`src/rtl/core/morph_pkg.sv`:
```
// shared types and constants for the 3x3 grayscale morphology block
// no dependencies; used by the interfaces and by every module of the block but morph_ram
package morph_pkg;

  localparam int PIX_W     = 8;
  localparam int COORD_W   = 10;
  localparam int CFG_W     = 11;
  localparam int CFG_IDX_W = 2;

  // reset value of both frame dimensions
  localparam logic [CFG_W-1:0] DIM_RST = 11'd64;

  typedef logic [PIX_W-1:0]   pix_t;
  typedef logic [COORD_W-1:0] coord_t;

  typedef enum logic [CFG_IDX_W-1:0] {
    REG_MODE   = 2'd0,
    REG_WIDTH  = 2'd1,
    REG_HEIGHT = 2'd2
  } reg_idx_t;

  typedef enum logic {
    MODE_ERODE  = 1'b0,
    MODE_DILATE = 1'b1
  } mode_t;

  // per-pixel result tag, computed from the counters at input transfer
  typedef struct packed {
    logic   emit;
    logic   last;
    coord_t row;
    coord_t col;
  } tag_t;

  // min for erosion, max for dilation
  function automatic pix_t pick(mode_t m, pix_t a, pix_t b);
    pix_t r;
    if (m == MODE_DILATE) begin
      r = (a > b) ? a : b;
    end else begin
      r = (a < b) ? a : b;
    end
    return r;
  endfunction

endpackage

```
`src/rtl/core/morph_ifs.sv`:
```


interface morph_cfg_if;
  logic                              valid;
  logic                              ready;
  logic [morph_pkg::CFG_IDX_W-1:0]   index;
  logic [morph_pkg::CFG_W-1:0]       data;

  modport source (output valid, output index, output data, input ready);
  modport sink   (input valid, input index, input data, output ready);
endinterface

```
`src/rtl/core/morph_cnt.sv`:
```
// configuration registers and raster position counters
// depends on morph_pkg and morph_cfg_if
module morph_cnt #(
  parameter int MAX_WIDTH  = 1024,
  parameter int MAX_HEIGHT = 1024,
  localparam int CW = $clog2(MAX_WIDTH),
  localparam int RW = $clog2(MAX_HEIGHT),
  localparam int WW = $clog2(MAX_WIDTH + 1),
  localparam int HW = $clog2(MAX_HEIGHT + 1)
) (
  input  logic              clk,
  input  logic              rst,
  morph_cfg_if.sink         cfg,
  input  logic              advance,
  output logic [CW-1:0]     col,
  output morph_pkg::tag_t   tag,
  output morph_pkg::mode_t  mode
);
  import morph_pkg::*;

  logic [WW-1:0] width_eff;
  logic [HW-1:0] height_eff;
  logic [RW-1:0] row;
  logic [CW-1:0] col_next;
  logic [RW-1:0] row_next;
  logic [CW-1:0] col_m1;
  logic [RW-1:0] row_m1;
  logic          col_end;
  logic          row_end;

  function automatic logic [WW-1:0] clamp_w(logic [CFG_W-1:0] v);
    logic [WW-1:0] r;
    if (v < CFG_W'(3)) begin
      r = WW'(3);
    end else if (32'(v) > MAX_WIDTH) begin
      r = WW'(MAX_WIDTH);
    end else begin
      r = WW'(v);
    end
    return r;
  endfunction

  function automatic logic [HW-1:0] clamp_h(logic [CFG_W-1:0] v);
    logic [HW-1:0] r;
    if (v < CFG_W'(3)) begin
      r = HW'(3);
    end else if (32'(v) > MAX_HEIGHT) begin
      r = HW'(MAX_HEIGHT);
    end else begin
      r = HW'(v);
    end
    return r;
  endfunction

  assign cfg.ready = 1'b1;

  // dimensions are stored already clamped
  always_ff @(posedge clk) begin
    if (rst) begin
      mode       <= MODE_ERODE;
      width_eff  <= clamp_w(DIM_RST);
      height_eff <= clamp_h(DIM_RST);
    end else if (cfg.valid) begin
      case (reg_idx_t'(cfg.index))
        REG_MODE:   mode       <= mode_t'(cfg.data[0]);
        REG_WIDTH:  width_eff  <= clamp_w(cfg.data);
        REG_HEIGHT: height_eff <= clamp_h(cfg.data);
        default: ;
      endcase
    end
  end

  always_comb begin
    col_end  = (32'(col) + 32'd1) >= 32'(width_eff);
    row_end  = (32'(row) + 32'd1) >= 32'(height_eff);
    col_next = col_end ? '0 : col + CW'(1);
    row_next = row;
    if (col_end) begin
      row_next = row_end ? '0 : row + RW'(1);
    end
  end

  always_ff @(posedge clk) begin
    if (rst) begin
      col <= '0;
      row <= '0;
    end else if (advance) begin
      col <= col_next;
      row <= row_next;
    end
  end

  // the incoming pixel closes the neighborhood centered one row and one column back
  assign col_m1 = col - CW'(1);
  assign row_m1 = row - RW'(1);

  always_comb begin
    tag.emit = (32'(row) >= 32'd2) && (32'(col) >= 32'd2) &&
               (32'(row) < 32'(height_eff)) && (32'(col) < 32'(width_eff));
    tag.last = ((32'(row) + 32'd1) == 32'(height_eff)) &&
               ((32'(col) + 32'd1) == 32'(width_eff));
    tag.row  = COORD_W'(row_m1);
    tag.col  = COORD_W'(col_m1);
  end

endmodule

```
`src/flat_wrapper.sv`:
```
// flat-port wrapper written by rule: the top's interface ports become plain ports
module morph_cnt_flat import morph_pkg::*;
#(
  parameter int MAX_WIDTH  = 1024,
  parameter int MAX_HEIGHT = 1024,
  localparam int CW = $clog2(MAX_WIDTH),
  localparam int RW = $clog2(MAX_HEIGHT),
  localparam int WW = $clog2(MAX_WIDTH + 1),
  localparam int HW = $clog2(MAX_HEIGHT + 1)
)
  (clk, rst, advance, col, tag, mode, cfg_valid, cfg_index, cfg_data, cfg_ready);
  morph_cfg_if cfg_i ();
  input  logic clk;
  input  logic rst;
  input  logic advance;
  output logic [CW-1:0] col;
  output morph_pkg::tag_t tag;
  output morph_pkg::mode_t mode;
  input wire logic [$bits(cfg_i.valid)-1:0] cfg_valid;
  input wire logic [$bits(cfg_i.index)-1:0] cfg_index;
  input wire logic [$bits(cfg_i.data)-1:0] cfg_data;
  output wire logic [$bits(cfg_i.ready)-1:0] cfg_ready;
  assign cfg_i.valid = cfg_valid;
  assign cfg_i.index = cfg_index;
  assign cfg_i.data = cfg_data;
  assign cfg_ready = cfg_i.ready;
  morph_cnt #(.MAX_WIDTH(MAX_WIDTH), .MAX_HEIGHT(MAX_HEIGHT)) u_core (.clk(clk), .rst(rst), .cfg(cfg_i), .advance(advance), .col(col), .tag(tag), .mode(mode));
endmodule
```
`config.mk`:
```
export PLATFORM = sky130hd
export DESIGN_NAME = morph_cnt_flat
export DESIGN_NICKNAME = d
export VERILOG_FILES = /design/src/rtl/core/morph_pkg.sv /design/src/rtl/core/morph_ifs.sv /design/src/rtl/core/morph_cnt.sv /design/src/flat_wrapper.sv
export SDC_FILE = /design/constraint.sdc
export NUM_CORES = 1
export LEC_CHECK = 0
export ABC_CLOCK_PERIOD_IN_PS = 3000
export BUFFER_PORTS_ARGS = -buffer_cell sky130_fd_sc_hd__buf_2
export CAP_MARGIN = 20
export CORE_ASPECT_RATIO = 1.25
export CORE_MARGIN = 4
export CORE_UTILIZATION = 53
export CTS_BUF_LIST = sky130_fd_sc_hd__clkbuf_16
export DETAILED_ROUTE_END_ITERATION = 10
export GPL_TIMING_DRIVEN = 0
export PLACE_DENSITY = 0.78
export RECOVER_POWER = 25
export SYNTH_ARGS = -nofsm -noshare
export SYNTH_HDL_FRONTEND = slang
export SYNTH_SLANG_ARGS = --single-unit
```
`constraint.sdc`:
```
create_clock -name clk -period 3 [get_ports clk]
set_input_delay 0.45 -clock clk [delete_from_list [all_inputs] [get_ports clk]]
set_output_delay 0.45 -clock clk [all_outputs]
set_load 0.05 [all_outputs]
```
==> results by group, run 1 <==
Run status
  • Run status: complete, but fails checks
  • Violated checks: negative setup slack

Clock tree
  • CTS Root Cell: clkbuf_16
  • Worst-skew pair later-pin latency: 0.29 ns
  • TritonCTS Buffers: 5
  • Clock Tree Buf Depth: 2
  • CTS Hold Bufs: 0
  • Htree depth: 2
  • CTS Sinks: 43
  • Clock Pin Slew Worst Setup and Hold Paths: 0.06 ns
  • CTS tree: built

Global routing
  • Number of global-route vias before repair: 3,542
  • Largest net degree at the start of global routing: 15
  • First-pass GRT wire length: 16,400 microns
  • Global route overflow: 0
  • Initial antenna violation count: 0
  • Total track usage: 25.8%

Place
  • Routability cong.: 0.875
  • HPWL after DPL: 7040 microns
  • Inst Count DP: 576
  • PortBufs: 48
  • Pre-CTS setup slack: -0.394 ns
  • Post-DP Area: 0.00392 sq mm

Synth
  • Seq/Total Area, Yosys: 24.7%
  • Ys async rst share: 0%
  • EDFF count, synth: 0
  • Synth unique cells: 56
  • Cells after Synth: 443
  • Syn avg cell area: 7.86 sq um
  • Synthesized Nets: 508
  • Top_reg_cell synth: dfxtp_1
  • Synthesized area: 0.00348 sq mm
  • Synthesized flop and latch total: 43
  • Ys Warns: 0

Power
  • Gate power share: 24.5%
  • Sequential Power Share: 37.5%
  • Cell area power density: 342 mW/mm^2
  • Total net switching power: 506 uW
  • Clk pwr share: 38.0%
  • LEAKAGE: 0.00201 uW
  • Peak supply drop: 0.320 mV
  • Internal: 1050 uW
  • Switching Share: 32.4%

Drt
  • Iter 0 DRT Violations: 132
  • Drt first pass iters: 4
  • Drt total wl: 10,100 microns
  • Routed vias: 3,516
  • Wire per inst: 16.3 microns
  • Vias per cell: 5.67
  • Final antenna-violating net count: 0
  • DR DRC count: 0

Timing
  • Worst setup margin: -0.0661 ns
  • Tcrit/Tclk final: 102%
  • FMAX: 0.326 GHz
  • Max-slew violations: 0
  • Fin. Hold Viols: 0
  • Worst slew pin tran: 0.613 ns
  • Clock skew: 0.00623 ns
  • Final setup vio count: 1
  • Final Hold Slack: 0.430 ns
  • RSZ-0062 raised after global routing: yes
  • Final min period: 3.07 ns
  • Slew margin rel.: 59.1%

Finish
  • Final core occ: 72.5%
  • Area delta synth->final: 30.8%
  • Fill cells: 477
  • Layout cell share with drive strength beyond 1: 28.8%
  • Multi-input logic area: 0.00260 sq mm
  • Nets: 599
  • Antenna diode count: 0
  • Reg area: 898 sq um
  • Non-filler instance count after layout: 620
  • Post-route cell area: 0.00456 sq mm

Worst hold path
  • Hold Path Stages: 3
  • Hold worst-path end: u_core.mode
  • Hold Crit Start: cfg_data[0]
  • Hold/Removal Path Class: input pin to flip-flop

Worst setup path
  • Crit path launch type: flip-flop
  • R2r setup slk: 0 ns
  • CP arrival: 2.62 ns
  • R2r startpoint: u_core.row[1]
  • Crit path max fanout: 4
  • Reg2Reg Depth: 14
  • CP Capture Type: output pin
  • Setup CP Type: flip-flop to output pin
  • Worst reg2reg endpoint: u_core.row[8]
  • Worst path required time: 2.55 ns

Die
  • Die Area: 0.00794 sq mm
  • DIE HEIGHT: 98.6 microns
  • Chip width: 80.5 microns
  • Starting Density: 55.4%
  • CORE AREA: 0.00629 sq mm
  • Ports: 51
  • Core Rows: 32

Job
  • Max-cap violations: 0
[placed cells by master (no fill, tap or decap), types with 5 or more instances in the layout]
| cell type | synthesis | final |
|---|---|---|
| nand2_1 | 76 | 76 |
| o21ai_1 | 5 | 5 |
| ha_1 | 48 | 45 |
| nand3_1 | 18 | 13 |
| xor2_1 | 16 | 15 |
| clkbuf_1 | 15 | 14 |
| inv_1 | 31 | 31 |
| clkbuf_16 | 0 | 6 |
| a21o_1 | 6 | 6 |
| dfxtp_4 | 0 | 9 |
| xnor2_1 | 12 | 10 |
| nor3_1 | 8 | 7 |
| o21ai_0 | 5 | 5 |
| nor2_1 | 13 | 13 |
| nor2b_1 | 13 | 13 |
| buf_2 | 6 | 46 |
| dfxtp_1 | 43 | 31 |
| and3_4 | 1 | 8 |
| buf_4 | 3 | 40 |
| a21oi_1 | 38 | 38 |
| o211ai_1 | 7 | 7 |
| nor4_1 | 6 | 5 |
| nor3b_1 | 6 | 5 |
[cell usage after synthesis, types with 2 or more instances]
| cell type | n | share of area, % |
|---|---|---|
| nand2_1 | 76 | 8.2 |
| ha_1 | 48 | 17 |
| dfxtp_1 | 43 | 25 |
| a21oi_1 | 38 | 5.5 |
| inv_1 | 31 | 3.3 |
| nand3_1 | 18 | 2.6 |
| xor2_1 | 16 | 4.0 |
| clkbuf_1 | 15 | 1.6 |
| nor2_1 | 13 | 1.4 |
| nor2b_1 | 13 | 2.3 |
| xnor2_1 | 12 | 3.0 |
| and3_1 | 10 | 1.8 |
| nor3_1 | 8 | 1.1 |
| o211ai_1 | 7 | 1.5 |
| a21o_1 | 6 | 1.3 |
| buf_2 | 6 | 0.86 |
| nor3b_1 | 6 | 1.3 |
| nor4_1 | 6 | 1.1 |
| o21ai_0 | 5 | 0.72 |
| o21ai_1 | 5 | 0.72 |
| nand4_1 | 4 | 0.72 |
| or4_1 | 4 | 0.86 |
| a211o_1 | 3 | 0.75 |
| buf_4 | 3 | 0.65 |
| nand3b_1 | 3 | 0.65 |
| o21bai_1 | 3 | 0.65 |
| a2111oi_0 | 2 | 0.50 |
| a221oi_2 | 2 | 0.86 |
| a22o_1 | 2 | 0.50 |
| and3b_1 | 2 | 0.50 |
| buf_1 | 2 | 0.22 |
| nand2b_1 | 2 | 0.36 |
| nor2_2 | 2 | 0.36 |
| o31ai_1 | 2 | 0.43 |
| or2_1 | 2 | 0.36 |
| or2_2 | 2 | 0.36 |
| or3_1 | 2 | 0.36 |
[cells by family after synthesis]
group           share of synthesized area [%]
simple gates                             25.8
compound gates                           18.2
buf+inv                                  6.68
fa+ha+maj                                17.2
flops                                    24.7
xor+xnor                                 7.04
other cells                             0.108
mux                                     0.287
[power groups by stage]
stage	combinational, uW	sequential [uW]	clock, uW
after floorplan	248	610	0
final	381	585	593
after global routing	410	587	616
after detailed placement	343	603	0
after CTS	364	585	599
after global placement	338	603	0
[critical path, cell delays in order (launching register included)]
cell     delay (ns)
dfxtp_4        0.34
and3_4         0.17
and3_4         0.17
and3_4         0.19
xor2_2         0.16
ha_1           0.31
nand4_1        0.11
or3_4          0.35
nor4_4         0.31
buf_6          0.20
[worst max path at each step]
stage | startpoint | endpoint | slack (ns) | cells after the start
after CTS | u_core.row[1] | tag[20] | -0.06 | 11
after floorplan | u_core.col[4] | tag[20] | -0.1 | 9
after global routing | u_core.row[1] | tag[20] | -0.16 | 11
after detailed placement | u_core.row[0] | u_core.row[5] | -0.39 | 13
final | u_core.col[5] | tag[20] | -0.07 | 9
after global placement | u_core.row[0] | u_core.row[2] | -0.36 | 13
[final cells by class]
cell class,count,area share (%)
clock inverters,2,0.247
flip-flops and latches,43,19.7
multi-input cells,343,57.0
clock buffers,6,3.29
repair buffers,89,12.5
well taps,85,2.33
inverters,31,2.61
plain buffers,21,2.36
[routing by layer]
metal / up-vias / routed length (microns) / track usage (%)
met5: - / 0 / 0
met4: 0 / 443 / 13.3
met3: 40 / 518 / 4.20
met2: 121 / 5350 / 47.6
met1: 1629 / 3770 / 27.6
li1: 1726 / - / -
[flip-flops by register name, indices dropped and copies added, names as in the netlist]
name	cells
u_core.height_eff	11
u_core.width_eff	11
u_core.mode	1
u_core.row	10
u_core.col	10
[per-stage QoR]
stage	setup TNS, ns	total power [uW]
after floorplan	-0.0967	858
after global placement	-2.83	941
after detailed placement	-3.19	946
after CTS	-0.0588	1550
after global routing	-0.525	1610
final	-0.0661	1560
[timing repair]
| item | in CTS | in global routing |
|---|---|---|
| buffers inserted | 27 | 14 |
| resized for setup | 30 | 18 |
| endpoints found under the setup margin | 11 | 15 |
| gates cloned | 0 | 0 |
| pin swaps | 14 | 16 |
Note: power is estimated with default switching activity, not from simulation.
==> run 2, diff against run 1 <==
--- a/config.mk
+++ b/config.mk
@@ -16,6 +16,7 @@
 export GPL_TIMING_DRIVEN = 0
 export PLACE_DENSITY = 0.78
 export RECOVER_POWER = 25
+export SETUP_SLACK_MARGIN = 0.1
 export SYNTH_ARGS = -nofsm -noshare
 export SYNTH_HDL_FRONTEND = slang
 export SYNTH_SLANG_ARGS = --single-unit
==> results by group, run 2 (same netlist as run 1, synthesis figures left out) <==
Timing
  • Final setup vio count: 5 (was 1)
  • Worst setup margin: -0.0565 ns (was -0.0661 ns)
  • Tcrit/Tclk final: 102% (about the same)
  • Fin. Hold Viols: 0 (unchanged)
  • Worst slew pin tran: 0.593 ns (was 0.613 ns)
  • Slew margin rel.: 60.5% (was 59.1%)
  • Final Hold Slack: 0.417 ns (was 0.430 ns)
  • Final min period: 3.06 ns (was 3.07 ns)
  • FMAX: 0.327 GHz (was 0.326 GHz)
  • RSZ-0062 raised after global routing: yes (unchanged)
  • Max-slew violations: 0 (unchanged)
  • Clock skew: 0.00780 ns (was 0.00623 ns)

Die
  • Chip width: 80.5 microns (unchanged)
  • CORE AREA: 0.00629 sq mm (unchanged)
  • Starting Density: 55.4% (unchanged)
  • Core Rows: 32 (unchanged)
  • DIE HEIGHT: 98.6 microns (unchanged)
  • Ports: 51 (unchanged)
  • Die Area: 0.00794 sq mm (unchanged)

Worst setup path
  • Crit-path leading delay family: simple AND/OR/NAND/NOR gates (unchanged)
  • CP Capture Type: output pin (unchanged)
  • Crit path depth: 11 (was 9)
  • Crit path max fanout: 2 (was 4)
  • Setup CP Type: flip-flop to output pin (unchanged)
  • Critical path's largest stage delay: 0.37 ns (was 0.35 ns)
  • Worst path bufs/invs: 2 (was 1)
  • CP arrival: 2.61 ns (was 2.62 ns)
  • Reg2Reg Depth: 16 (was 14)
  • Worst path required time: 2.55 ns (about the same)
  • Crit path cell chain: ha_4 -> nand3_4 -> inv_2 -> nand3_2 -> or2_4 -> xnor2_2 -> ha_1 -> and3_4 -> nand4_1 -> nor4_4 -> buf_6 (was and3_4 -> and3_4 -> and3_4 -> xor2_2 -> ha_1 -> nand4_1 -> or3_4 -> nor4_4 -> buf_6)
  • Slowest cell on the critical path: dfxtp_4 (was or3_4)
  • Crit path launch type: flip-flop (unchanged)

Drt
  • Final antenna-violating net count: 0 (unchanged)
  • Vias per cell: 5.73 (was 5.67)
  • Routed vias: 3,546 (was 3,516)
  • DR DRC count: 0 (unchanged)
  • Wire per inst: 16.9 microns (was 16.3 microns)
  • Drt total wl: 10,500 microns (was 10,100 microns)
  • Drt first pass iters: 5 (was 4)
  • Iter 0 DRT Violations: 149 (was 132)

Worst hold path
  • Hold Path Stages: 3 (unchanged)
  • Hold/Removal Path Class: input pin to flip-flop (unchanged)

Finish
  • Post-route cell area: 0.00465 sq mm (was 0.00456 sq mm)
  • Final core occ: 73.9% (was 72.5%)
  • Non-filler instance count after layout: 619 (was 620)
  • Most frequent cells in the layout: 75 x nand2_1, 46 x buf_2, 44 x ha_1 (was 76 x nand2_1, 46 x buf_2, 45 x ha_1)
  • Nets: 598 (was 599)
  • Commonest non-fill, non-tap cell in the layout: nand2_1 (unchanged)
  • Fill cells: 472 (was 477)
  • Layout cell share with drive strength beyond 1: 30.9% (was 28.8%)
  • Area delta synth->final: 33.4% (was 30.8%)
  • Antenna diode count: 0 (unchanged)
  • Biggest regs: u_core.height_eff x11, u_core.width_eff x11 (unchanged)

Global routing
  • Largest net degree at the start of global routing: 15 (unchanged)
  • Initial antenna violation count: 0 (unchanged)
  • First-pass GRT wire length: 16,300 microns (was 16,400 microns)
  • Number of global-route vias before repair: 3,483 (was 3,542)
  • Global route overflow: 0 (unchanged)
  • Total track usage: 25.6% (was 25.8%)

Job
  • Max-cap violations: 0 (unchanged)

Place
  • Routability cong.: 0.856 (was 0.875)
  • Inst Count DP: 576 (unchanged)
  • HPWL after DPL: 7080 microns (was 7040 microns)
  • PortBufs: 48 (unchanged)
  • Post-DP Area: 0.00393 sq mm (was 0.00392 sq mm)

Clock tree
  • CTS Hold Bufs: 0 (unchanged)
  • Clock Tree Buf Depth: 2 (unchanged)
  • TritonCTS Buffers: 5 (unchanged)
  • CTS tree: built (unchanged)
  • CTS Sinks: 43 (unchanged)
  • CTS Root Cell: clkbuf_16 (unchanged)
  • Htree depth: 2 (unchanged)
  • Worst-skew pair later-pin latency: 0.29 ns (about the same)
  • Clock Pin Slew Worst Setup and Hold Paths: 0.07 ns (was 0.06 ns)

Power
  • Cell area power density: 334 mW/mm^2 (was 342 mW/mm^2)
  • LEAKAGE: 0.00202 uW (was 0.00201 uW)
  • Peak supply drop: 0.346 mV (was 0.320 mV)
  • Total power: 1550 uW (was 1560 uW)

Run status
  • Run status: complete, but fails checks (unchanged)
  • Violated checks: negative setup slack (unchanged)
[run 2: changes by cell type in the layout (fill, tap and decap cells not counted), sizes merged]
cell | before | now
clkbuf | 25 | 24
[run 2: area by class of cell]
class,count,area (sq um),area share [%]
tap,85,106,2.29
sequential,43,900,19.4
clock inverter,2,11.3,0.242
buffer,21,108,2.32
timing repair buffer,88,594,12.8
inverter,31,116,2.50
multi-input combinational,343,2660,57.3
clock buffer,6,150,3.23
[run 2: final timing paths]
kind,startpoint,to,slack (ns)
worst min-delay path,cfg_data[0],u_core.mode,0.42
worst min register to register,u_core.height_eff[3],u_core.height_eff[3],0.46
worst max register to register,u_core.row[0],u_core.row[5],-0.02
worst max-delay path,u_core.row[0],tag[20],-0.06
[run 2: per-layer routing]
layer	vias up	track usage [%]	routed length (microns)
met3	42	4.75	464
met1	1655	27.9	3970
met2	125	47.1	5570
li1	1724	-	-
met5	-	0	0
met4	0	11.4	447
[run 2: repair_timing]
action / 4_1_cts / 5_1_grt
pin swaps: 21 / 22
buffers inserted: 27 / 14
setup endpoints to repair: 11 / 22
hold endpoints to repair: 0 / 0
resized for setup: 36 / 26
[run 2: metrics by stage]
| step | setup WS (ns) | setup TNS, ns |
|---|---|---|
| floorplan | -0.0967 | -0.0967 |
| global placement | -0.236 | -1.55 |
| detailed placement | -0.265 | -1.82 |
| CTS | -0.0454 | -0.0454 |
| global route | -0.124 | -0.732 |
| finish | -0.0565 | -0.119 |
[run 2: where the power goes]
group	internal, uW	total [uW]	switching [uW]
sequential	576	586	9.71
combinational	115	374	260
clock	357	594	238
total	1050	1550	507
[run 2: worst register-to-register path, stage by stage (launching register included)]
cell and delay [ns]:
dfxtp_4 0.37, ha_4 0.16, nand3_4 0.07, inv_2 0.07, nand3_2 0.07, or2_4 0.26
xnor2_2 0.13, ha_1 0.31, and3_4 0.16, buf_4 0.13, buf_6 0.11, a221oi_4 0.32
o2111a_2 0.26, nand3_4 0.10, buf_12 0.18, nor3_2 0.13, a211o_1 0.13
