<file path="config.mk">
export PLATFORM = sky130hd
export DESIGN_NAME = morph_win
export DESIGN_NICKNAME = d
export VERILOG_FILES = /design/src/rtl/core/morph_pkg.sv /design/src/rtl/core/morph_win.sv
export SDC_FILE = /design/constraint.sdc
export NUM_CORES = 1
export LEC_CHECK = 0
export BUFFER_PORTS_ARGS = -buffer_cell sky130_fd_sc_hd__buf_2
export CAP_MARGIN = 10
export CORE_MARGIN = 2
export CORE_UTILIZATION = 45
export CTS_BUF_LIST = sky130_fd_sc_hd__clkbuf_4 sky130_fd_sc_hd__clkbuf_8 sky130_fd_sc_hd__clkbuf_16
export CTS_CLUSTER_SIZE = 16
export DETAILED_ROUTE_END_ITERATION = 16
export PLACE_DENSITY_LB_ADDON = 0.12
export SLEW_MARGIN = 15
export SYNTH_ARGS = -nofsm -noshare
export SYNTH_HDL_FRONTEND = slang
export SYNTH_SLANG_ARGS = --single-unit
</file>
<file path="constraint.sdc">
create_clock -name clk -period 25.2 [get_ports clk]
set_input_delay 5.04 -clock clk [delete_from_list [all_inputs] [get_ports clk]]
set_output_delay 5.04 -clock clk [all_outputs]
set_load 0.05 [all_outputs]
</file>
<file path="src/rtl/core/morph_pkg.sv">
// shared types and constants for the 3x3 grayscale morphology block
// no dependencies; used by the interfaces and by every module of the block but morph_ram
package morph_pkg;

  localparam int PIX_W     = 8;
  localparam int COORD_W   = 10;
  localparam int CFG_W     = 11;
  localparam int CFG_IDX_W = 2;

  // reset value of both frame dimensions
  localparam logic [CFG_W-1:0] DIM_RST = 11'd64;

  typedef logic [PIX_W-1:0]   pix_t;
  typedef logic [COORD_W-1:0] coord_t;

  typedef enum logic [CFG_IDX_W-1:0] {
    REG_MODE   = 2'd0,
    REG_WIDTH  = 2'd1,
    REG_HEIGHT = 2'd2
  } reg_idx_t;

  typedef enum logic {
    MODE_ERODE  = 1'b0,
    MODE_DILATE = 1'b1
  } mode_t;

  // per-pixel result tag, computed from the counters at input transfer
  typedef struct packed {
    logic   emit;
    logic   last;
    coord_t row;
    coord_t col;
  } tag_t;

  // min for erosion, max for dilation
  function automatic pix_t pick(mode_t m, pix_t a, pix_t b);
    pix_t r;
    if (m == MODE_DILATE) begin
      r = (a > b) ? a : b;
    end else begin
      r = (a < b) ? a : b;
    end
    return r;
  endfunction

endpackage

</file>
<file path="src/rtl/core/morph_win.sv">
// 3x3 window registers and the min/max reduction over the shifted window
// depends on morph_pkg
module morph_win (
  input  logic              clk,
  input  logic              rst,
  input  logic              shift,
  input  morph_pkg::mode_t  mode,
  input  morph_pkg::pix_t   top,
  input  morph_pkg::pix_t   mid,
  input  morph_pkg::pix_t   bot,
  output morph_pkg::pix_t   result
);
  import morph_pkg::*;

  pix_t win [3][3];   // [row: 0 top][col: 0 oldest]
  pix_t new_col [3];

  assign new_col[0] = top;
  assign new_col[1] = mid;
  assign new_col[2] = bot;

  always_ff @(posedge clk) begin
    if (rst) begin
      for (int k = 0; k < 3; k++) begin
        for (int j = 0; j < 3; j++) begin
          win[k][j] <= '0;
        end
      end
    end else if (shift) begin
      for (int k = 0; k < 3; k++) begin
        win[k][0] <= win[k][1];
        win[k][1] <= win[k][2];
        win[k][2] <= new_col[k];
      end
    end
  end

  // reduce over the window as it stands after this shift
  always_comb begin
    pix_t col_r [3];
    for (int k = 0; k < 3; k++) begin
      col_r[k] = pick(mode, pick(mode, win[k][1], win[k][2]), new_col[k]);
    end
    result = pick(mode, pick(mode, col_r[0], col_r[1]), col_r[2]);
  end

endmodule

</file>
==> results of run 1 <==
## cell type report
cell class | instances | area share, %
well taps | 133 | 3.46
repair buffers | 38 | 4.11
inverters | 48 | 3.75
flip-flops and latches | 48 | 30.0
clock inverters | 3 | 0.885
multi-input cells | 356 | 56.4
clock buffers | 5 | 1.43
## critical path: stages
cell and delay [ns]:
sky130_fd_sc_hd__buf_2 0.28, sky130_fd_sc_hd__or3_1 0.52, sky130_fd_sc_hd__nand2_1 0.31, sky130_fd_sc_hd__o21bai_1 0.23
sky130_fd_sc_hd__ha_1 0.28, sky130_fd_sc_hd__a21oi_1 0.14, sky130_fd_sc_hd__o21ai_0 0.17, sky130_fd_sc_hd__o221ai_2 0.43
sky130_fd_sc_hd__nand2_1 0.31, sky130_fd_sc_hd__o22ai_1 0.39, sky130_fd_sc_hd__ha_1 0.31, sky130_fd_sc_hd__nor2b_1 0.13
sky130_fd_sc_hd__o211ai_1 0.15, sky130_fd_sc_hd__a21oi_1 0.09, sky130_fd_sc_hd__a211oi_1 0.27, sky130_fd_sc_hd__mux2i_1 0.89
sky130_fd_sc_hd__o21ai_0 0.22, sky130_fd_sc_hd__o22ai_1 0.28, sky130_fd_sc_hd__ha_1 0.29, sky130_fd_sc_hd__a21o_1 0.16
sky130_fd_sc_hd__a21o_1 0.17, sky130_fd_sc_hd__a21oi_1 0.15, sky130_fd_sc_hd__o21ai_0 0.11, sky130_fd_sc_hd__mux2_2 0.30
sky130_fd_sc_hd__clkinv_1 0.25, sky130_fd_sc_hd__mux2_4 0.36, sky130_fd_sc_hd__buf_2 0.21
## layout by cell type (no fill, tap or decap), drive strengths merged, types with 9 or more instances in the layout
cell and count:
a21boi 14, nor2 16, o21ai 51, buf 38
a21o 10, and2 49, edfxtp 48, inv 47
o211ai 11, ha 64, o22ai 16, o21bai 9
nand4 16, a21oi 24
## worst max path at each step
stage / from / to / slack, ns / cells past startpoint
final: mode / result[0] / 7.69 / 27
after global routing: mode / result[0] / 7.01 / 27
after CTS: mode / result[0] / 7.36 / 29
after detailed placement: mode / result[0] / 7.38 / 30
after global placement: mode / result[0] / 7.58 / 29
after floorplan: mode / result[1] / 9.29 / 31
## layer usage
metal  global-route usage (%)  vias up  share of wire [%]
met2                     32.0       65                 46
met4                     5.26        0                1.8
met3                     2.28       13                3.2
li1                         -     1821                  -
met1                     27.8     1692                 49
met5                        0        -                  0
## stage by stage
stage,setup WS [ns],instance area [sq um],utilization [%],total power [mW],instances
finish,7.69,4810,49.9,0.329,631
CTS,7.36,4800,49.8,0.332,631
detailed placement,7.38,4690,48.7,0.273,623
floorplan,9.29,4430,-,0.234,473
global route,7.01,4810,49.9,0.355,631
global placement,7.58,4690,48.7,0.270,623
## cells in the mapped netlist, types with 2 or more instances
cell type	n
sky130_fd_sc_hd__ha_1	64
sky130_fd_sc_hd__nor2b_1	7
sky130_fd_sc_hd__and2_1	49
sky130_fd_sc_hd__inv_1	47
sky130_fd_sc_hd__o21ai_0	49
sky130_fd_sc_hd__nand4_1	16
sky130_fd_sc_hd__o211ai_1	9
sky130_fd_sc_hd__mux2i_1	3
sky130_fd_sc_hd__o22ai_2	2
sky130_fd_sc_hd__edfxtp_1	48
sky130_fd_sc_hd__a31oi_1	3
sky130_fd_sc_hd__a21oi_1	23
sky130_fd_sc_hd__a21boi_1	5
sky130_fd_sc_hd__a21boi_0	9
sky130_fd_sc_hd__o31ai_1	7
sky130_fd_sc_hd__clkbuf_1	13
sky130_fd_sc_hd__nand2_1	7
sky130_fd_sc_hd__o21bai_1	9
sky130_fd_sc_hd__a211oi_1	2
sky130_fd_sc_hd__a22o_1	7
sky130_fd_sc_hd__o21a_1	8
sky130_fd_sc_hd__a21o_1	10
sky130_fd_sc_hd__or3_1	2
sky130_fd_sc_hd__o211ai_2	2
sky130_fd_sc_hd__a32o_1	8
sky130_fd_sc_hd__o22ai_1	14
sky130_fd_sc_hd__buf_2	6
sky130_fd_sc_hd__or2_2	3
sky130_fd_sc_hd__and3b_1	2
sky130_fd_sc_hd__nor2_1	16
sky130_fd_sc_hd__buf_6	2
sky130_fd_sc_hd__o311a_1	7
## cell families after synthesis
group,after synthesis
and+or+nand+nor,109
AOI/OAI and AO/OA,178
DFF,48
buffers and inverters,69
muxes,5
adders and majority gates,64
## power groups by stage
| stage | clock [mW] | sequential, mW | combinational [mW] |
|---|---|---|---|
| after floorplan | 0 | 0.0981 | 0.136 |
| after global placement | 0 | 0.0996 | 0.170 |
| after detailed placement | 0 | 0.0996 | 0.173 |
| after CTS | 0.0597 | 0.0978 | 0.174 |
| after global routing | 0.0634 | 0.0986 | 0.193 |
| final | 0.0579 | 0.0978 | 0.174 |
==> out/results.ini, run 1 <==
[grt]
grt_remaining_overflow=0
grt_first_pass_wirelength_um=16300
grt_util_all_layers_pct=19.7
maximum_number_of_pins_on_one_net_before_global_route_repair=49
number_of_antenna_violations_at_the_first_check_in_global_routing=0
grt_pass1_vias=3337

[setup_path]
worstReg2RegEnd=win[0][56]
crit_arrival_ns=12.47
worst-endpoint-required_ns=20.16
cp_max_fo=18
critical_path_class=primary input to primary output
crit-reg2reg-launch=win[0][48]
worst-r2r-cell-count=1
setup.worst_path.end_class=primary output
cp-start-kind=primary input
timing.reg2reg.setup_slack_ns=24.32

[synth]
synth_adder_area_share_pct=18.1
synth.distinct_cells=46
largest_family_of_logic_cells_by_synthesized_area=compound AO/OA/AOI/OAI gates
portion_of_netlist_area_occupied_by_mux_cells_pct=1.27
post_synth_inst_count=473
synth_flop_cell=sky130_fd_sc_hd__edfxtp_1
post-synth-top-area-cell=sky130_fd_sc_hd__edfxtp_1
synth.top_cells.by_area=sky130_fd_sc_hd__edfxtp_1 (33%), sky130_fd_sc_hd__ha_1 (18%), sky130_fd_sc_hd__and2_1 (6.9%), sky130_fd_sc_hd__o21ai_0 (5.5%), sky130_fd_sc_hd__inv_1 (4.0%)
total_of_flip_flops_plus_latches_after_synthesis=48
synth-simple-area-share_pct=14.4
yosys_warns=0
synth_enable_flop_cells=48
netlist.area_leader.share_pct=32.6
synthesis.area_per_instance_sq_um=9.36
syn-cell-area_sq_um=4430
yosysSeqAreaShare_pct=32.6
synth_nets=565
yosys.area_share.xor_xnor_pct=0
synth-compound-area-share_pct=27.3
synth-async-reset-ratio_pct=0

[layout]
area.sequential_sq_um=1440
largest_register_ff_count=48
fillCellCount=929
insertedDiodeCount=0
max_flop_register=win
reg.largest.list=win (48)
synthToLayoutAreaGrowth_pct=8.56
nets=589
post_route_cells_drive_above_1_share_pct=12.2
multi_input_comb_area_sq_um=2710

[floorplan]
core_sq_um=9640
initial_utilization_pct=45.9
die_h_um=103
rows=36
floorplan.die.width_um=103
die_area_sq_um=10600
floorplan.io_pins=36

[power_and_ir_drop]
peakVddDrop_mv=0.0425
leakagePower_nw=2.14
internal-power_mw=0.188
seq_power_share_pct=29.7
comb_power_share_pct=52.8
p_sw_mw=0.142
power.clock.fraction_pct=17.6
swShare_pct=43.1
power-per-cell-area_nw_per_um2=68.5

[sta]
timing_hold_violations_final=0
final.period_utilization_pct=69.5
final_period_minus_worst_setup_slack_ns=17.51
sum_of_negative_setup_slack_ns=0
max_clk_rate_ghz=0.0571
setup_repair_after_global_routing_missed_its_margin=false
final_worst_hold_slack_ns=0.556
worst_clock_skew_ns=0.00665
maxSlewHeadroom_pct=29.0
finalMaxSlewViolations=0
max_slew.worst_pin.slew_ns=1.04
setup_viol_count_final=0

[clock_network]
ctsResizeCount=0
cts.repair_timing.setup_buffer_count=0
cts.hold.buffers_added=0
cts_max_path_buffers=2
h-tree-depth=2
clock_tree_from_tritoncts=built
cts_made_buffers=5
clock_tree.root_cell=sky130_fd_sc_hd__clkbuf_8
clock_sink_count=48
clk_transition_reported_paths_ns=0.09
clock_latency_ns=0.30

[worst_hold_path]
worstHoldPathCells=1
min_delay_worst_type=flop to flop
hold-path-endpoint=win[0][15]
hold_path_startpoint=win[0][7]

[route]
drtPass1Iterations=5
routedWlPerCell_um=16.0
drc=0
mean_number_of_vias_per_cell=5.69
routed_wl_um=10100
ant_nets=0
drtIter0Drc=164
route.vias.total=3591

[placed_design]
place.port_buffers=35
gpl.final_weighted_congestion=0.862
dp_hpwl_um=7750

[run]
cap_viol_max_count=0

[status]
result_of_the_run=completed

Power figures use the tool's default switching activity.
==> run 2, diff against run 1 <==
--- a/config.mk
+++ b/config.mk
@@ -5,6 +5,7 @@
 export SDC_FILE = /design/constraint.sdc
 export NUM_CORES = 1
 export LEC_CHECK = 0
+export ABC_AREA = 1
 export BUFFER_PORTS_ARGS = -buffer_cell sky130_fd_sc_hd__buf_2
 export CAP_MARGIN = 10
 export CORE_MARGIN = 2
==> constraint.sdc (replaced) <==
create_clock -name clk -period 15.7 [get_ports clk]
set_input_delay 3.14 -clock clk [delete_from_list [all_inputs] [get_ports clk]]
set_output_delay 3.14 -clock clk [all_outputs]
set_load 0.05 [all_outputs]
==> out/results.ini, run 2 <==
[setup_path]
critical-path-top-cell-by-count=sky130_fd_sc_hd__nand2_1
setup.worst_path.end_class=primary output
crit_path_top_delay_cell=sky130_fd_sc_hd__buf_4
cp-start-kind=primary input
critical_path_class=primary input to primary output
critPathMaxStageDelay_ns=0.53
crit_arrival_ns=9.43
worst-endpoint-required_ns=12.56
cp_max_fo=44

[clock_network]
cts.hold.buffers_added=0
cts.repair_timing.setup_buffer_count=0
ctsResizeCount=0
cts_made_buffers=5
clock_sink_count=48
clock_tree_from_tritoncts=built
clock_latency_ns=0.30
cts_max_path_buffers=2
h-tree-depth=2
clock_tree.root_cell=sky130_fd_sc_hd__clkbuf_16
clk_transition_reported_paths_ns=0.07

[floorplan]
die_area_sq_um=13200
die_h_um=115
floorplan.io_pins=36
core_sq_um=12000
initial_utilization_pct=46.2
floorplan.die.width_um=115
rows=40

[layout]
commonest_cells_after_routing_fill_and_taps_aside=sky130_fd_sc_hd__nand2_1 (205), sky130_fd_sc_hd__inv_1 (131), sky130_fd_sc_hd__nand3_1 (125)
max_flop_register=win
insertedDiodeCount=0
area.sequential_sq_um=1440
layout.cell_area.non_filler_sq_um=5950
nets=937
fillCellCount=1229
final_core_util_pct=49.5
reg.largest.list=win (48)
largest_register_ff_count=48
post_route_cells_drive_above_1_share_pct=10.6
synthToLayoutAreaGrowth_pct=7.10
final_common_cell=sky130_fd_sc_hd__nand2_1
instances_no_fill=993
multi_input_comb_area_sq_um=3460

[route]
drc=0
routed_wl_um=14100
drtPass1Iterations=5
mean_number_of_vias_per_cell=5.35
routedWlPerCell_um=14.2
ant_nets=0
drtIter0Drc=249
route.vias.total=5317

[grt]
number_of_antenna_violations_at_the_first_check_in_global_routing=0
grt_util_all_layers_pct=22.2
maximum_number_of_pins_on_one_net_before_global_route_repair=49
grt_remaining_overflow=0
grt_first_pass_wirelength_um=23700
grt_pass1_vias=5157

[sta]
setup_viol_count_final=0
final_critical_path_setup_slack_ns=3.13
maxSlewHeadroom_pct=54.2
final_worst_hold_slack_ns=0.598
max_slew.worst_pin.slew_ns=0.685
max_clk_rate_ghz=0.0795
final_period_minus_worst_setup_slack_ns=12.57
final.period_utilization_pct=80.1
setup_repair_after_global_routing_missed_its_margin=false
finalMaxSlewViolations=0
timing_hold_violations_final=0
worst_clock_skew_ns=0.00358
sum_of_negative_setup_slack_ns=0

[power_and_ir_drop]
peakVddDrop_mv=0.0614
fin_total_pwr_mw=0.851
p_sw_mw=0.465
power.clock.fraction_pct=12.8
power-per-cell-area_nw_per_um2=143
comb_power_share_pct=68.9
leakagePower_nw=3.20
seq_power_share_pct=18.3
internal-power_mw=0.386
swShare_pct=54.6

[placed_design]
detailedPlace.worstSlack_ns=3.19
number_of_placed_instances_with_taps_included=985
place.port_buffers=35
gpl.final_weighted_congestion=0.874
post_dp_cell_area_sq_um=5810
dp_hpwl_um=10800

[synth]
post_synth_inst_count=822
most_common_cell_in_the_synthesized_netlist=sky130_fd_sc_hd__nand2_1
yosys-top-cells-count=sky130_fd_sc_hd__nand2_1 (205), sky130_fd_sc_hd__inv_1 (131), sky130_fd_sc_hd__nand3_1 (125)
yosys_warns=0
syn-cell-area_sq_um=5550
synthesis.area_per_instance_sq_um=6.76
synth_nets=914
total_of_flip_flops_plus_latches_after_synthesis=48
netlist.area_leader.share_pct=26.0
synth_enable_flop_cells=48
post-synth-top-area-cell=sky130_fd_sc_hd__edfxtp_1
synth_flop_cell=sky130_fd_sc_hd__edfxtp_1
yosysSeqAreaShare_pct=26.0
synth.top_cells.by_area=sky130_fd_sc_hd__edfxtp_1 (26%), sky130_fd_sc_hd__ha_1 (14%), sky130_fd_sc_hd__nand2_1 (14%), sky130_fd_sc_hd__nand3_1 (11%), sky130_fd_sc_hd__inv_1 (8.9%)
synth.distinct_cells=41
synth-async-reset-ratio_pct=0

[worst_hold_path]
min_delay_worst_type=flop to flop

[run]
cap_viol_max_count=0

[status]
result_of_the_run=completed

## run 2: cell count changes in the layout (fill, tap and decap cells not counted), sizes merged, moves of 8 or more
| cell | before | now |
|---|---|---|
| nand2 | 7 | 218 |
| nand3 | 1 | 129 |
| inv | 47 | 137 |
| nor2 | 16 | 73 |
| and2 | 49 | 11 |
| o21ai | 51 | 28 |
| a21oi | 24 | 43 |
| o22ai | 16 | 0 |
| a21boi | 14 | 0 |
| o211ai | 11 | 1 |
| a32o | 8 | 0 |
| nand3b | 1 | 9 |
| nor2b | 8 | 0 |
## run 2: power by group through the flow
stage | clock network (mW) | logic [mW] | registers [mW]
floorplan | 0 | 0.459 | 0.157
global placement | 0 | 0.571 | 0.158
detailed placement | 0 | 0.583 | 0.158
CTS | 0.111 | 0.586 | 0.155
global route | 0.116 | 0.656 | 0.157
finish | 0.109 | 0.587 | 0.156
## run 2: final timing paths
path,startpoint,to,slack (ns),cells after the start
min reg2reg,win[0][31],win[0][39],0.60,2
min,win[0][31],win[0][39],0.60,2
max,mode,result[3],3.13,37
max reg2reg,win[0][24],win[0][32],14.85,2
## run 2: area by class of cell
class / instances / share of cell area (%)
Inverter: 137 / 8.69
Sequential cell: 48 / 24.2
Timing Repair Buffer: 39 / 3.45
Clock buffer: 5 / 2.10
Clock inverter: 3 / 0.231
Tap cell: 147 / 3.09
Multi-Input combinational cell: 614 / 58.2
## run 2: metal layers
metal / global-route usage, % / part of all wire, % / vias up
li1: - / - / 2754
met1: 27.8 / 47 / 2445
met2: 39.3 / 49 / 105
met3: 3.48 / 3.3 / 13
met4: 6.59 / 1.4 / 0
met5: 0 / 0 / -
## run 2: cells by family (layout without fill, tap and decap cells)
| family | Yosys count | in the layout | synth area share [%] |
|---|---|---|---|
| adders and majority gates | 64 | 64 | 14.4 |
| buffers and inverters | 160 | 184 | 11.7 |
| AOI/OAI and AO/OA | 82 | 82 | 8.52 |
| DFF | 48 | 48 | 26.0 |
| and+or+nand+nor | 468 | 468 | 39.4 |
## run 2: worst max-delay path, delay by kind of cell
family                   cells  cell delay [ns]
AO/OA/AOI/OAI                7             1.37
adder cells (fa/ha/maj)      3             0.90
buffers and inverters       10             2.03
AND/OR/NAND/NOR             17             1.99
==> run 3, diff against run 2 <==
==> constraint.sdc (replaced) <==
create_clock -name clk -period 10.4 [get_ports clk]
set_input_delay 2.08 -clock clk [delete_from_list [all_inputs] [get_ports clk]]
set_output_delay 2.08 -clock clk [all_outputs]
set_load 0.05 [all_outputs]
==> out/results.ini, run 3 (synthesized netlist as in run 2, its figures left out) <==
[status]
result_of_the_run=completed

[setup_path]
crit_arrival_ns=7.70
worst-endpoint-required_ns=8.32
crit-reg2reg-launch=win[0][24]
cp.buffers_inverters=9
setup.worst_path.start=mode
cp_max_fo=43
timing.critical_path.depth=37
worstReg2RegEnd=win[0][32]
crit_family=simple AND/OR/NAND/NOR gates
critical_path_class=primary input to primary output
worst-r2r-cell-count=2
timing.reg2reg.setup_slack_ns=9.55
setup.worst_path.end_class=primary output
timing.critical_path.to=result[1]
critPathMaxStageDelay_ns=0.38
crit_path_top_delay_cell=sky130_fd_sc_hd__buf_4
cp-start-kind=primary input
critical-path-top-cell-by-count=sky130_fd_sc_hd__nand2_1

[power_and_ir_drop]
leakagePower_nw=3.22
internal-power_mw=0.620
comb_power_share_pct=67.9
power-per-cell-area_nw_per_um2=221
swShare_pct=53.3
fin_total_pwr_mw=1.33
seq_power_share_pct=17.7
p_sw_mw=0.709
power.clock.fraction_pct=14.4
peakVddDrop_mv=0.0687

[grt]
grt_util_all_layers_pct=22.3
number_of_antenna_violations_at_the_first_check_in_global_routing=0
grt_first_pass_wirelength_um=24100
grt_pass1_vias=5182
grt_remaining_overflow=0
maximum_number_of_pins_on_one_net_before_global_route_repair=49

[layout]
reg.largest.list=win (48)
final_common_cell=sky130_fd_sc_hd__nand2_1
nets=939
layout.cell_area.non_filler_sq_um=6010
instances_no_fill=995
max_flop_register=win
synthToLayoutAreaGrowth_pct=8.29
commonest_cells_after_routing_fill_and_taps_aside=sky130_fd_sc_hd__nand2_1 (205), sky130_fd_sc_hd__inv_1 (129), sky130_fd_sc_hd__nand3_1 (125)
largest_register_ff_count=48
insertedDiodeCount=0
final_core_util_pct=50.1
post_route_cells_drive_above_1_share_pct=11.2

[floorplan]
core_sq_um=12000
initial_utilization_pct=46.2
floorplan.die.width_um=115
rows=40
die_area_sq_um=13200
die_h_um=115
floorplan.io_pins=36

[placed_design]
place.port_buffers=35
dp_hpwl_um=10700
detailedPlace.worstSlack_ns=0.449
gpl.final_weighted_congestion=0.870
post_dp_cell_area_sq_um=5820
number_of_placed_instances_with_taps_included=987

[sta]
final_worst_hold_slack_ns=0.601
finalMaxSlewViolations=0
setup_viol_count_final=0
final.period_utilization_pct=94.0
sum_of_negative_setup_slack_ns=0
max_slew.worst_pin.slew_ns=0.697
max_clk_rate_ghz=0.102
timing_hold_violations_final=0
worst_clock_skew_ns=0.00136
final_period_minus_worst_setup_slack_ns=9.78
maxSlewHeadroom_pct=53.4
final_critical_path_setup_slack_ns=0.620

[clock_network]
h-tree-depth=2
cts.hold.buffers_added=0
cts_made_buffers=5
cts_max_path_buffers=2
clock_tree_from_tritoncts=built
clock_sink_count=48
clock_latency_ns=0.30
clk_transition_reported_paths_ns=0.07
clock_tree.root_cell=sky130_fd_sc_hd__clkbuf_16

[route]
routedWlPerCell_um=14.0
drc=0
route.vias.total=5310
drtPass1Iterations=5
mean_number_of_vias_per_cell=5.34
ant_nets=0
drtIter0Drc=414
routed_wl_um=13900

[worst_hold_path]
min_delay_worst_type=flop to flop

[run]
cap_viol_max_count=0

==> run 3: changes by cell type in the layout (fill, tap and decap cells not counted), sizes merged <==
cell | previous run | this run
bufinv | 0 | 1
clkbuf | 5 | 6
clkinv | 3 | 1
buf | 39 | 41
clkinvlp | 0 | 1
inv | 137 | 136
==> run 3: area by class of cell <==
type	instances	area, sq um
inverters	137	520
flip-flops and latches	48	1440
well taps	147	184
multi-input cells	614	3480
clock buffers	6	133
repair buffers	41	220
fillers	1213	6000
clock inverters	2	35.0
==> run 3: worst min-delay path by stage <==
| stage | cells after the start | slack [ns] | start | to |
|---|---|---|---|---|
| floorplan | 2 | 0.56 | win[0][2] | win[0][10] |
| global placement | 2 | 0.58 | win[0][2] | win[0][10] |
| detailed placement | 2 | 0.59 | win[0][2] | win[0][10] |
| CTS | 2 | 0.60 | win[0][4] | win[0][12] |
| global route | 2 | 0.64 | win[0][2] | win[0][10] |
| finish | 2 | 0.60 | win[0][4] | win[0][12] |
==> run 3: power groups by stage <==
stage | clock [mW] | combinational [mW] | sequential (mW)
CTS | 0.197 | 0.884 | 0.235
global placement | 0 | 0.861 | 0.239
global route | 0.202 | 1.02 | 0.237
floorplan | 0 | 0.693 | 0.237
detailed placement | 0 | 0.880 | 0.239
finish | 0.191 | 0.903 | 0.235
==> run 3: per-layer routing <==
metal	GRT usage, %	routed length, um	up-vias
li1	-	-	2752
met1	28.3	6360	2425
met2	39.5	6820	115
met3	3.32	505	18
met4	6.51	256	0
met5	0	0	-
==> run 3: what timing repair did <==
action / CTS / global route
setup buffers: 0 / 0
gates resized for setup: 0 / 4
endpoints found under the setup margin: 0 / 8
==> run 3: worst reg2reg max path: stages (launching register included) <==
cell and delay, ns:
sky130_fd_sc_hd__edfxtp_1 0.41, sky130_fd_sc_hd__inv_1 0.12, sky130_fd_sc_hd__nor2_1 0.06
